`src/qoi_pkg.sv`:
```
// QOI chunk decoder package: word types for the byte and pixel channels,
// pixel count width and the reset pixel. No dependencies.
package qoi_pkg;

   localparam int PixCntWidth = 32;          // 16 .. 32
   localparam int CsrAddrWidth = 3;
   localparam logic [31:0] ResetPixel = 32'h0000_00FF;   // opaque black

   // register byte addresses
   localparam logic [CsrAddrWidth-1:0] CSR_IMAGE_PIXELS = 3'd0;

   typedef struct packed {
      logic [7:0] data_byte;
      logic       start_image;
   } req_word_type;

   typedef struct packed {
      logic [7:0] red;
      logic [7:0] green;
      logic [7:0] blue;
      logic [7:0] alpha;
      logic       last_of_chunk;
      logic       last_of_image;
   } rsp_word_type;

endpackage

```
`src/qoi_chunk_decoder_core.sv`:
```
// QOI chunk decoder top level: byte channel in, RGBA pixel channel out,
// APB-style pixel count register. Depends on qoi_pkg.
//
// Takes the chunk stream after the header one byte per cycle unless
// req_stall is raised, and returns one pixel word per cycle while rsp_stall
// is low. The colour index memory is read at the edge that accepts a byte.
// The byte is decoded in the following cycle, and its pixel is registered
// into the output register when the byte leaves decode. A run byte holds
// the output register until all of its pixels (up to 62) have been taken.
// The next byte that gives a pixel waits in decode until the last of them
// leaves. Other bytes do not wait in decode, so throughput is one byte a cycle
// outside runs and output stalls. The colour index is cleared at once by
// start_image or reset through per-entry valid bits; there is no clearing
// pass. Tag bytes and inner bytes of RGB, RGBA and LUMA give no pixel, and
// bytes after the last pixel of the image are dropped until start_image.
module qoi_chunk_decoder_core (
   input  logic                              clock,
   input  logic                              reset,
   input  logic                              req_valid,
   output logic                              req_stall,
   input  qoi_pkg::req_word_type             req_data,
   output logic                              rsp_valid,
   input  logic                              rsp_stall,
   output qoi_pkg::rsp_word_type             rsp_data,
   input  logic                              csr_psel,
   input  logic                              csr_penable,
   input  logic                              csr_pwrite,
   input  logic [qoi_pkg::CsrAddrWidth-1:0]  csr_paddr,
   input  logic [31:0]                       csr_pwdata,
   output logic [31:0]                       csr_prdata,
   output logic                              csr_pready
);
   import qoi_pkg::*;

   typedef enum logic [1:0] {
      OP_NONE,
      OP_RGB,
      OP_RGBA,
      OP_LUMA
   } op_type;

   function automatic logic [5:0] hash_slot(input logic [31:0] p);
      logic [5:0] r, g, b, a;
      r = p[29:24];
      g = p[21:16];
      b = p[13:8];
      a = p[5:0];
      hash_slot = r * 6'd3 + g * 6'd5 + b * 6'd7 + a * 6'd11;
   endfunction

   // configuration
   logic [31:0] cfg_pixels_ff;
   logic        csr_write;

   // lookup stage
   logic [31:0] color_index_mem [64];
   logic [63:0] entry_valid_ff, entry_valid_in;
   logic [31:0] rd_data_ff;
   logic        rd_valid_ff, rd_valid_in;
   logic        fwd_hit_ff, fwd_hit_in;
   logic [31:0] fwd_data_ff;
   logic [5:0]  rd_addr;
   logic        req_accept;

   // decode stage
   logic        s1_valid_ff, s1_valid_in;
   logic [7:0]  s1_byte_ff;
   logic        s1_start_ff;

   logic [31:0]            prev_ff, prev_in, prev_cur;
   op_type                 op_ff, op_in, op_cur;
   logic [2:0]             gcnt_ff, gcnt_in, gcnt_cur, gcnt_next;
   logic [31:0]            gdata_ff, gdata_in, gdata_cur, gdata_next;
   logic [PixCntWidth-1:0] emitted_ff, emitted_in, emitted_cur;
   logic [PixCntWidth-1:0] limit, remaining;
   logic [31:0]            entry, pix;
   logic [5:0]             rep, rep_eff;
   logic [2:0]             need;
   logic [7:0]             pr, pg, pb, pa, dg;
   logic                   have_pix, done, trunc, img_end, emits, fire;

   // output stage
   logic        out_valid_ff, out_valid_in;
   logic [31:0] out_pix_ff;
   logic [5:0]  out_cnt_ff, out_cnt_in;
   logic        out_end_ff;
   logic        out_take, out_free;

   logic        wr_en;
   logic [5:0]  wr_addr;

   assign csr_pready = 1'b1;
   assign csr_write  = csr_psel && csr_penable && csr_pwrite;
   assign csr_prdata = (csr_paddr[CsrAddrWidth-1:2] == CSR_IMAGE_PIXELS[CsrAddrWidth-1:2])
                       ? cfg_pixels_ff : 32'd0;

   assign out_take = out_valid_ff && !rsp_stall;
   assign out_free = !out_valid_ff || (out_take && out_cnt_ff == 6'd1);

   assign rsp_valid              = out_valid_ff;
   assign rsp_data.red           = out_pix_ff[31:24];
   assign rsp_data.green         = out_pix_ff[23:16];
   assign rsp_data.blue          = out_pix_ff[15:8];
   assign rsp_data.alpha         = out_pix_ff[7:0];
   assign rsp_data.last_of_chunk = (out_cnt_ff == 6'd1);
   assign rsp_data.last_of_image = (out_cnt_ff == 6'd1) && out_end_ff;

   assign req_stall  = s1_valid_ff && !fire;
   assign req_accept = req_valid && !req_stall;
   assign rd_addr    = req_data.data_byte[5:0];

   // decode
   always_comb begin
      prev_cur    = s1_start_ff ? ResetPixel : prev_ff;
      op_cur      = s1_start_ff ? OP_NONE : op_ff;
      gcnt_cur    = s1_start_ff ? 3'd0 : gcnt_ff;
      gdata_cur   = s1_start_ff ? 32'd0 : gdata_ff;
      emitted_cur = s1_start_ff ? '0 : emitted_ff;

      // a start byte sees an empty index; same-edge writes come via forwarding
      if (s1_start_ff)      entry = 32'd0;
      else if (fwd_hit_ff)  entry = fwd_data_ff;
      else if (rd_valid_ff) entry = rd_data_ff;
      else                  entry = 32'd0;

      limit     = cfg_pixels_ff[PixCntWidth-1:0];
      done      = (emitted_cur >= limit);
      remaining = limit - emitted_cur;

      pr = prev_cur[31:24];
      pg = prev_cur[23:16];
      pb = prev_cur[15:8];
      pa = prev_cur[7:0];
      dg = {2'b00, gdata_cur[5:0]};

      gdata_next = {gdata_cur[23:0], s1_byte_ff};
      gcnt_next  = gcnt_cur + 3'd1;
      case (op_cur)
         OP_RGB:  need = 3'd3;
         OP_RGBA: need = 3'd4;
         default: need = 3'd1;
      endcase

      have_pix = 1'b0;
      pix      = prev_cur;
      rep      = 6'd1;
      op_in    = op_cur;
      gcnt_in  = gcnt_cur;
      gdata_in = gdata_cur;

      if (op_cur != OP_NONE) begin
         if (gcnt_next < need) begin
            gcnt_in  = gcnt_next;
            gdata_in = gdata_next;
         end else begin
            have_pix = 1'b1;
            op_in    = OP_NONE;
            gcnt_in  = 3'd0;
            gdata_in = 32'd0;
            case (op_cur)
               OP_RGB:  pix = {gdata_next[23:0], pa};
               OP_RGBA: pix = gdata_next;
               default: pix = {pr + dg + {4'h0, s1_byte_ff[7:4]} - 8'd40,
                               pg + dg - 8'd32,
                               pb + dg + {4'h0, s1_byte_ff[3:0]} - 8'd40,
                               pa};
            endcase
         end
      end else if (s1_byte_ff == 8'hFE || s1_byte_ff == 8'hFF) begin
         op_in    = (s1_byte_ff == 8'hFE) ? OP_RGB : OP_RGBA;
         gcnt_in  = 3'd0;
         gdata_in = 32'd0;
      end else begin
         case (s1_byte_ff[7:6])
            2'b00: begin
               have_pix = 1'b1;
               pix      = entry;
            end
            2'b01: begin
               have_pix = 1'b1;
               pix = {pr + {6'd0, s1_byte_ff[5:4]} - 8'd2,
                      pg + {6'd0, s1_byte_ff[3:2]} - 8'd2,
                      pb + {6'd0, s1_byte_ff[1:0]} - 8'd2,
                      pa};
            end
            2'b10: begin
               op_in    = OP_LUMA;
               gcnt_in  = 3'd0;
               gdata_in = {24'd0, s1_byte_ff};
            end
            default: begin
               have_pix = 1'b1;
               rep      = s1_byte_ff[5:0] + 6'd1;
            end
         endcase
      end

      // cut a run at the end of the image
      trunc   = (remaining[PixCntWidth-1:6] == '0) && (remaining[5:0] < rep);
      img_end = (remaining[PixCntWidth-1:6] == '0) && (remaining[5:0] <= rep);
      rep_eff = trunc ? remaining[5:0] : rep;

      emits = have_pix && !done;
      fire  = s1_valid_ff && (!emits || out_free);

      prev_in    = prev_cur;
      emitted_in = emitted_cur;
      if (done) begin
         op_in    = op_cur;
         gcnt_in  = gcnt_cur;
         gdata_in = gdata_cur;
      end else if (have_pix) begin
         prev_in    = pix;
         emitted_in = trunc ? limit : emitted_cur + PixCntWidth'(rep);
      end

      wr_en   = fire && emits;
      wr_addr = hash_slot(pix);
   end

   always_comb begin
      entry_valid_in = entry_valid_ff;
      if (fire && s1_start_ff) entry_valid_in = '0;
      if (wr_en)               entry_valid_in[wr_addr] = 1'b1;

      fwd_hit_in  = wr_en && (wr_addr == rd_addr);
      rd_valid_in = entry_valid_ff[rd_addr] && !(fire && s1_start_ff);

      if (req_accept)  s1_valid_in = 1'b1;
      else if (fire)   s1_valid_in = 1'b0;
      else             s1_valid_in = s1_valid_ff;

      out_valid_in = out_valid_ff;
      out_cnt_in   = out_cnt_ff;
      if (out_take) begin
         if (out_cnt_ff == 6'd1) out_valid_in = 1'b0;
         else                    out_cnt_in   = out_cnt_ff - 6'd1;
      end
      if (wr_en) begin
         out_valid_in = 1'b1;
         out_cnt_in   = rep_eff;
      end
   end

   // colour index memory: one write, one registered read
   always_ff @(posedge clock) begin
      if (wr_en) color_index_mem[wr_addr] <= pix;
      if (req_accept) rd_data_ff <= color_index_mem[rd_addr];
   end

   always_ff @(posedge clock) begin
      if (reset) begin
         cfg_pixels_ff  <= 32'd1;
         entry_valid_ff <= '0;
         s1_valid_ff    <= 1'b0;
         prev_ff        <= ResetPixel;
         op_ff          <= OP_NONE;
         gcnt_ff        <= 3'd0;
         gdata_ff       <= 32'd0;
         emitted_ff     <= '0;
         out_valid_ff   <= 1'b0;
      end else begin
         if (csr_write && csr_pready &&
             csr_paddr[CsrAddrWidth-1:2] == CSR_IMAGE_PIXELS[CsrAddrWidth-1:2]) begin
            cfg_pixels_ff <= csr_pwdata;
         end
         entry_valid_ff <= entry_valid_in;
         s1_valid_ff    <= s1_valid_in;
         out_valid_ff   <= out_valid_in;
         if (fire) begin
            prev_ff    <= prev_in;
            op_ff      <= op_in;
            gcnt_ff    <= gcnt_in;
            gdata_ff   <= gdata_in;
            emitted_ff <= emitted_in;
         end
      end
      // payload
      if (req_accept) begin
         s1_byte_ff  <= req_data.data_byte;
         s1_start_ff <= req_data.start_image;
         rd_valid_ff <= rd_valid_in;
         fwd_hit_ff  <= fwd_hit_in;
         fwd_data_ff <= pix;
      end
      out_cnt_ff <= out_cnt_in;
      if (wr_en) begin
         out_pix_ff <= pix;
         out_end_ff <= img_end;
      end
   end

endmodule

```
`config.mk`:
```
export PLATFORM = sky130hd
export DESIGN_NAME = qoi_chunk_decoder_core
export DESIGN_NICKNAME = d
export VERILOG_FILES = /design/src/qoi_pkg.sv /design/src/qoi_chunk_decoder_core.sv
export SDC_FILE = /design/constraint.sdc
export NUM_CORES = 2
export LEC_CHECK = 0
export BUFFER_PORTS_ARGS = -buffer_cell sky130_fd_sc_hd__buf_4
export CAP_MARGIN = 0
export CORE_MARGIN = 5
export CORE_UTILIZATION = 25
export DETAILED_ROUTE_END_ITERATION = 8
export GPL_TIMING_DRIVEN = 0
export MAX_ROUTING_LAYER = met4
export PLACE_DENSITY = 0.4
export SETUP_SLACK_MARGIN = 0.05
export SLEW_MARGIN = 20
export SYNTH_ARGS = -nofsm -noshare
export SYNTH_HDL_FRONTEND = slang
export SYNTH_SLANG_ARGS = --single-unit
```
`constraint.sdc`:
```
create_clock -name clock -period 26.1 [get_ports clock]
set_input_delay 2.61 -clock clock [delete_from_list [all_inputs] [get_ports clock]]
set_output_delay 2.61 -clock clock [all_outputs]
set_load 0.02 [all_outputs]
```
* After elaboration in Yosys (flattened, before gate mapping)
Memories as Yosys holds them, arrays and structs flattened. A register that Yosys moved wholly into a read port is not among the register bits.
Index checks and enable logic that the tools add are counted.
** Storage, ports and cells
- Register bits after elaboration :: 281
- RAM bits :: 2048
- Output and inout port bits :: 69
- Input bits :: 51
- Memories kept :: 1
- Word-level logic and storage cells :: 158
** Memories
- color_index_mem :: depth 64, width 32, rd ports 1, clocked after Yosys merged registers in 1, write ports 1, RTL line qoi_chunk_decoder_core.sv:56 : logic [31:0] color_index_mem [64];
** Operators by class
- Add/sub/neg operators :: 22
- Mux-type cells :: 60
- Order comparisons :: 7
- Reductions and logical operators :: 36
- Multiply operators :: 4
- Bitwise gates (word level) :: 2
- Equality and inequality tests :: 9
** Operators by type and width (number)
- $mux W32 :: 20
- $mux W64 :: 2
- $pmux W32 S2 :: 2
- $or A64 B64 Y64 :: 1
- $mux W6 :: 7
- $add A32 B6 Y32 :: 1
- $ge A32 B32 Y1 :: 1
- $sub A32 B32 Y32 :: 1
- $logic_not A26 Y1 :: 1
- $add A8 B2 Y8 :: 3
- $add A8 B6 Y8 :: 3
- $sub A8 B2 Y8 const B :: 3
- $sub A8 B6 Y8 const B :: 3
- $add A6 B6 Y6 :: 3
- $mux W3 :: 6
- $logic_and A1 B1 Y1 :: 17
- $add A8 B4 Y8 :: 2
- $eq A8 B8 Y1 const B :: 2
- $lt A6 B7 Y1 const B :: 2
- $mux W2 :: 7
- $mux W1 :: 13
- $mul A6 B3 Y6 const B :: 2
- $reduce_bool A2 Y1 :: 4
- $logic_not A1 Y1 :: 7
- other kinds (22) :: 27

* Longest topological paths before layout
- Depth after elaboration :: 17
- Mapped depth :: 36
- Depth with buffers taken out :: 31

* Least setup slack after synthesis
No wires, ideal clock.
- Path type :: reg-to-reg
- Start :: register s1_start_ff
- End :: memory color_index_mem[49][0] (enable)
- Data arrival time :: 12892 ps
- Library setup time :: 421 ps
- Data required time :: 25679 ps
- Path buffers :: 8
- Cell stages (with the launch flop) :: 34
- Clock period less this slack :: 13313 ps
- Slack :: 12787 ps
- Cell sequence :: edfxtp_1 -> clkbuf_1 -> clkbuf_1 -> buf_1 -> clkbuf_1 -> buf_1 -> nor2b_1 -> ha_1 -> ha_1 -> a21o_1 -> a21oi_2 -> buf_4 -> clkbuf_1 -> a21oi_1 -> o21ai_0 -> fa_1 -> inv_1 -> fa_1 -> fa_1 -> fa_1 -> fa_1 -> inv_1 -> ha_1 -> a21o_1 -> a21oi_1 -> xnor2_1 -> xnor2_1 -> xnor2_1 -> xnor2_1 -> xnor2_2 -> xnor2_4 -> or3_1 -> clkbuf_1 -> nor2_1
** On the way
- Elaborated cells between the ends (all ways) :: 49
- Classes of those cells :: add/sub: 18; mul: 4; order compare: 2; eq/ne: 2; mux: 16; reduce/logical: 7
** RTL lines
- start, declared :: RTL line qoi_chunk_decoder_core.sv:68 : logic s1_start_ff;
- start signal, assigned :: RTL line qoi_chunk_decoder_core.sv:281 : s1_start_ff <= req_data.start_image;
- $mux W32, on equally long branches :: RTL line qoi_chunk_decoder_core.sv:114, qoi_chunk_decoder_core.sv:117
- $add A8 B6 Y8 :: RTL line qoi_chunk_decoder_core.sv:165 : pb + dg + {4'h0, s1_byte_ff[3:0]} - 8'd40,
- $add A8 B4 Y8 :: RTL line qoi_chunk_decoder_core.sv:165
- $sub A8 B6 Y8 :: RTL line qoi_chunk_decoder_core.sv:165
- $pmux W32 S2 :: RTL line qoi_chunk_decoder_core.sv:160 : case (op_cur)
- $mux W32 :: RTL line qoi_chunk_decoder_core.sv:152 : if (gcnt_next < need) begin
- $mux W32 (*) :: RTL line qoi_chunk_decoder_core.sv:151 : if (op_cur != OP_NONE) begin
- named net pix[10] :: RTL line qoi_chunk_decoder_core.sv:76 : logic [31:0] entry, pix;
- $mul A6 B3 Y6 (*) :: RTL line qoi_chunk_decoder_core.sv:48 : hash_slot = r * 6'd3 + g * 6'd5 + b * 6'd7 + a * 6'd11;
- $add A6 B6 Y6 (*) (2 in a row) :: RTL line qoi_chunk_decoder_core.sv:48
- end, declared :: RTL line qoi_chunk_decoder_core.sv:56
The timed path passes the listed nets; every way through them passes the cells marked *.

* Worst setup path after layout
- Start :: register s1_start_ff
- End :: memory color_index_mem[62][18] (enable)
Same word-level chain as after synthesis.

==> metrics.md <==
| Metric | Value |
|---|---|
| Buffers added on ports | 115 |
| Most common cell in the netlist | edfxtp_1 |
| Cells after synthesis | 5250 |
| Primary FF master, synth | edfxtp_1 |
| Ys async rst share | 0% |
| All-layer global routing usage | 16.98% |
| Delay of the slowest critical-path stage | 0.81 ns |
| VDD IR max | 337.9 uV |
| HPWL Detailed | 247.9 mm |
| CP Data Required Time | 26.68 ns |
| Worst R2R Path Depth | 34 |
| Via count | 53930 |
| Post-synthesis xor/xnor area fraction | 0.8940% |
| Initial core utilization | 25.07% |
| Worst-path clk slew | 0.06 ns |
| Outcome | complete, no violations |
| Final Power | 10.47 mW |
| FF-to-FF setup slack | 11.96 ns |
| Row cnt | 229 |
| Hold path depth | 2 |
| List of most frequent post-synthesis cells | 2162 x edfxtp_1, 693 x mux4_2, 307 x nand2_1 |
| Ratio of cells with drive above 1 in the final layout | 26.10% |
| Critical R2R Capture | color_index_mem[62][18] |
| Worst hold start | entry_valid_ff[31] |
| # H-tree levels | 5 |
| Gr ovfl total | 0 |
| Synth Net Count | 5473 |
| Initial antenna violation count | 36 |
| CTS Sinks | 2353 |
| Leak Pwr | 38.00 nW |
| Synth Warn # | 0 |
| Die area | 402200 um2 |
| CP max stage cell | nand3_1 |
| Pre-Repair DR Iteration Count | 6 |
| WHS | 0.4519 ns |
| # fillers | 37850 |
| Num ports | 120 |
| Post-synthesis mux area share | 16.14% |
| First-pass GRT wire length | 465.7 mm |
| Storage element area | 68750 um2 |
| Period Utilization, post-route | 54.18% |
| Max_cap viols | 0 |
| Syn Std Cell Area | 97400 um2 |
| Largest net degree at the start of global routing | 52 |
| Routability-driven placement congestion ratio | 0.8861 |
| Final hold violations | 0 |
| Number of enable flip-flop cells after synthesis | 2162 |
| Final setup vio count | 0 |
| Die Ht | 634.2 um |
| Drt wl/cell | 30.04 um |
| Worst Path Max Fanout | 13 |
| WP data arrival | 14.72 ns |
| Vias in the first global route | 55020 |
| Largest family of logic cells by synthesized area | multiplexers |
| Sequential cell area fraction in the yosys report | 70.58% |
| Simple-gate share of the synthesized area | 3.613% |
| Clk root buf | clkbuf_16 |
| Antenna-violating nets left | 0 |
| Post-layout nets | 6067 |
| DR vias/cell | 4.789 |
| Pwr Density | 87.77 nW/um2 |
| Number of distinct library cells after synthesis | 88 |
| Element type at the critical path end | register |
| Multi-input logic area | 27770 um2 |
| Fin. max-slew vios | 0 |
| Syn-to-layout area delta | 22.44% |
| Clk buf depth | 4 |
| Core Footprint | 388500 um2 |
| Largest area contributor in the netlist | edfxtp_1 |
| Adder-cell share of the synthesized area | 2.495% |
| Syn_area_per_cell | 18.55 um2 |
| Post-synth top area share | 66.65% |
| RSZ-0062 raised after global routing | no |
| Hold buffers post-CTS | 0 |
| Seq cells post-synth | 2353 |
| Critical path type | register to register |
| TritonCTS Buffers | 275 |
| Slew @ Worst Pin | 1.178 ns |
| 1st-iter DRT viols | 5208 |
| Worst Hold Path EP | entry_valid_ff[31] |
| Final min period | 14.14 ns |
| Clk_lat worst skew | 0.90 ns |
| CP startpoint kind | register |
| Achievable Freq | 0.07071 GHz |
| Worst Skew | 0.06208 ns |
| R2r startpoint | s1_start_ff |
| Die span in x | 634.2 um |
| Post-CTS setup buffers | 0 |
| Drt drc | 0 |
| CTS-repair resized insts | 0 |
| CTS tree | built |
| Slew headroom | 21.44% |
| Ranking of synthesized cells by area | edfxtp_1 67%, mux4_2 16%, dfxtp_1 3.9% |
| Post-Route WL | 338.3 mm |
| Area fraction in compound gates after synthesis | 4.504% |
| Hold WC Path Type | register to register |
==> power by group <==
part / internal [mW] / switching [mW]
Sequential: 4.33 / 0.0349
Clock: 2.17 / 1.57
Combinational: 0.641 / 1.71
Total: 7.15 / 3.32
==> cell usage in the layout, fill, tap and decap left out, drive strengths merged, types with 148 or more instances in the layout <==
master	instances
dfxtp	191
edfxtp	2162
o21ai	185
mux4	693
nor2	254
a21oi	148
buf	385
inv	167
nand2	307
clkbuf	577
==> cell families after synthesis <==
| kind of cell | after synthesis |
|---|---|
| other | 1 |
| buffers and inverters | 452 |
| adder cells (fa/ha/maj) | 172 |
| AO/OA/AOI/OAI | 685 |
| XOR/XNOR | 93 |
| flip-flops | 2353 |
| AND/OR/NAND/NOR | 790 |
| multiplexers | 704 |
==> through the flow <==
step | util (%) | cells | TNS (ns) | worst slack [ns] | cell area (um2)
finish | 30.69 | 11260 | 0 | 11.96 | 119300
global route | 30.69 | 11250 | 0 | 11.58 | 119200
CTS | 30.68 | 11250 | 0 | 12.00 | 119200
detailed placement | 28.47 | 10760 | 0 | 12.06 | 110600
global placement | 26.97 | 10560 | -1534.61 | -1.253 | 104800
floorplan | - | 5250 | 0 | 12.79 | 97400
==> how the worst max path moves through the flow <==
stage | slack (ns) | cells past startpoint | start | to
after floorplan | 12.79 | 33 | s1_start_ff | color_index_mem[49][0]
after global placement | -1.25 | 34 | s1_start_ff | color_index_mem[62][17]
after detailed placement | 12.06 | 35 | s1_start_ff | color_index_mem[57][16]
after CTS | 12.00 | 33 | s1_start_ff | color_index_mem[57][17]
after global routing | 11.58 | 34 | s1_start_ff | color_index_mem[61][22]
final | 11.96 | 34 | s1_start_ff | color_index_mem[62][18]
==> state kept, by name, indices dropped and copies added (netlist names), 8 cells and up <==
signal and count:
gdata_ff 24, out_pix_ff 32, s1_byte_ff 8, rd_data_ff 32, color_index_mem 2048, fwd_data_ff 32, prev_ff 32, cfg_pixels_ff 32
entry_valid_ff 64, emitted_ff 32
==> routing by layer <==
layer | part of all wire, % | GRT usage [%] | wire length, um
met3 | 4.9 | 2.003 | 16610
met4 | 2.8 | 4.510 | 9588
met2 | 48 | 27.13 | 161600
met1 | 44 | 23.01 | 150400
met5 | 0 | - | 0
==> final cells by class <==
cell class	instances	area share [%]
flip-flops and latches	2353	57.64
multi-input cells	2445	23.28
clock buffers	349	6.160
well taps	5197	5.452
repair buffers	317	4.863
clock inverters	134	1.040
plain buffers	296	1.031
inverters	156	0.4952
diodes	14	0.02938
==> worst max-delay path: cells and delay by family, from the launching register on <==
family	cells	cell delay [ns]
buffers and inverters	11	4.67
adder cells (fa/ha/maj)	8	3.30
XOR/XNOR	7	1.80
AND/OR/NAND/NOR	3	1.70
AO/OA/AOI/OAI	5	1.70
flip-flops	1	0.60
No activity file was read; power rests on OpenSTA's default activity.
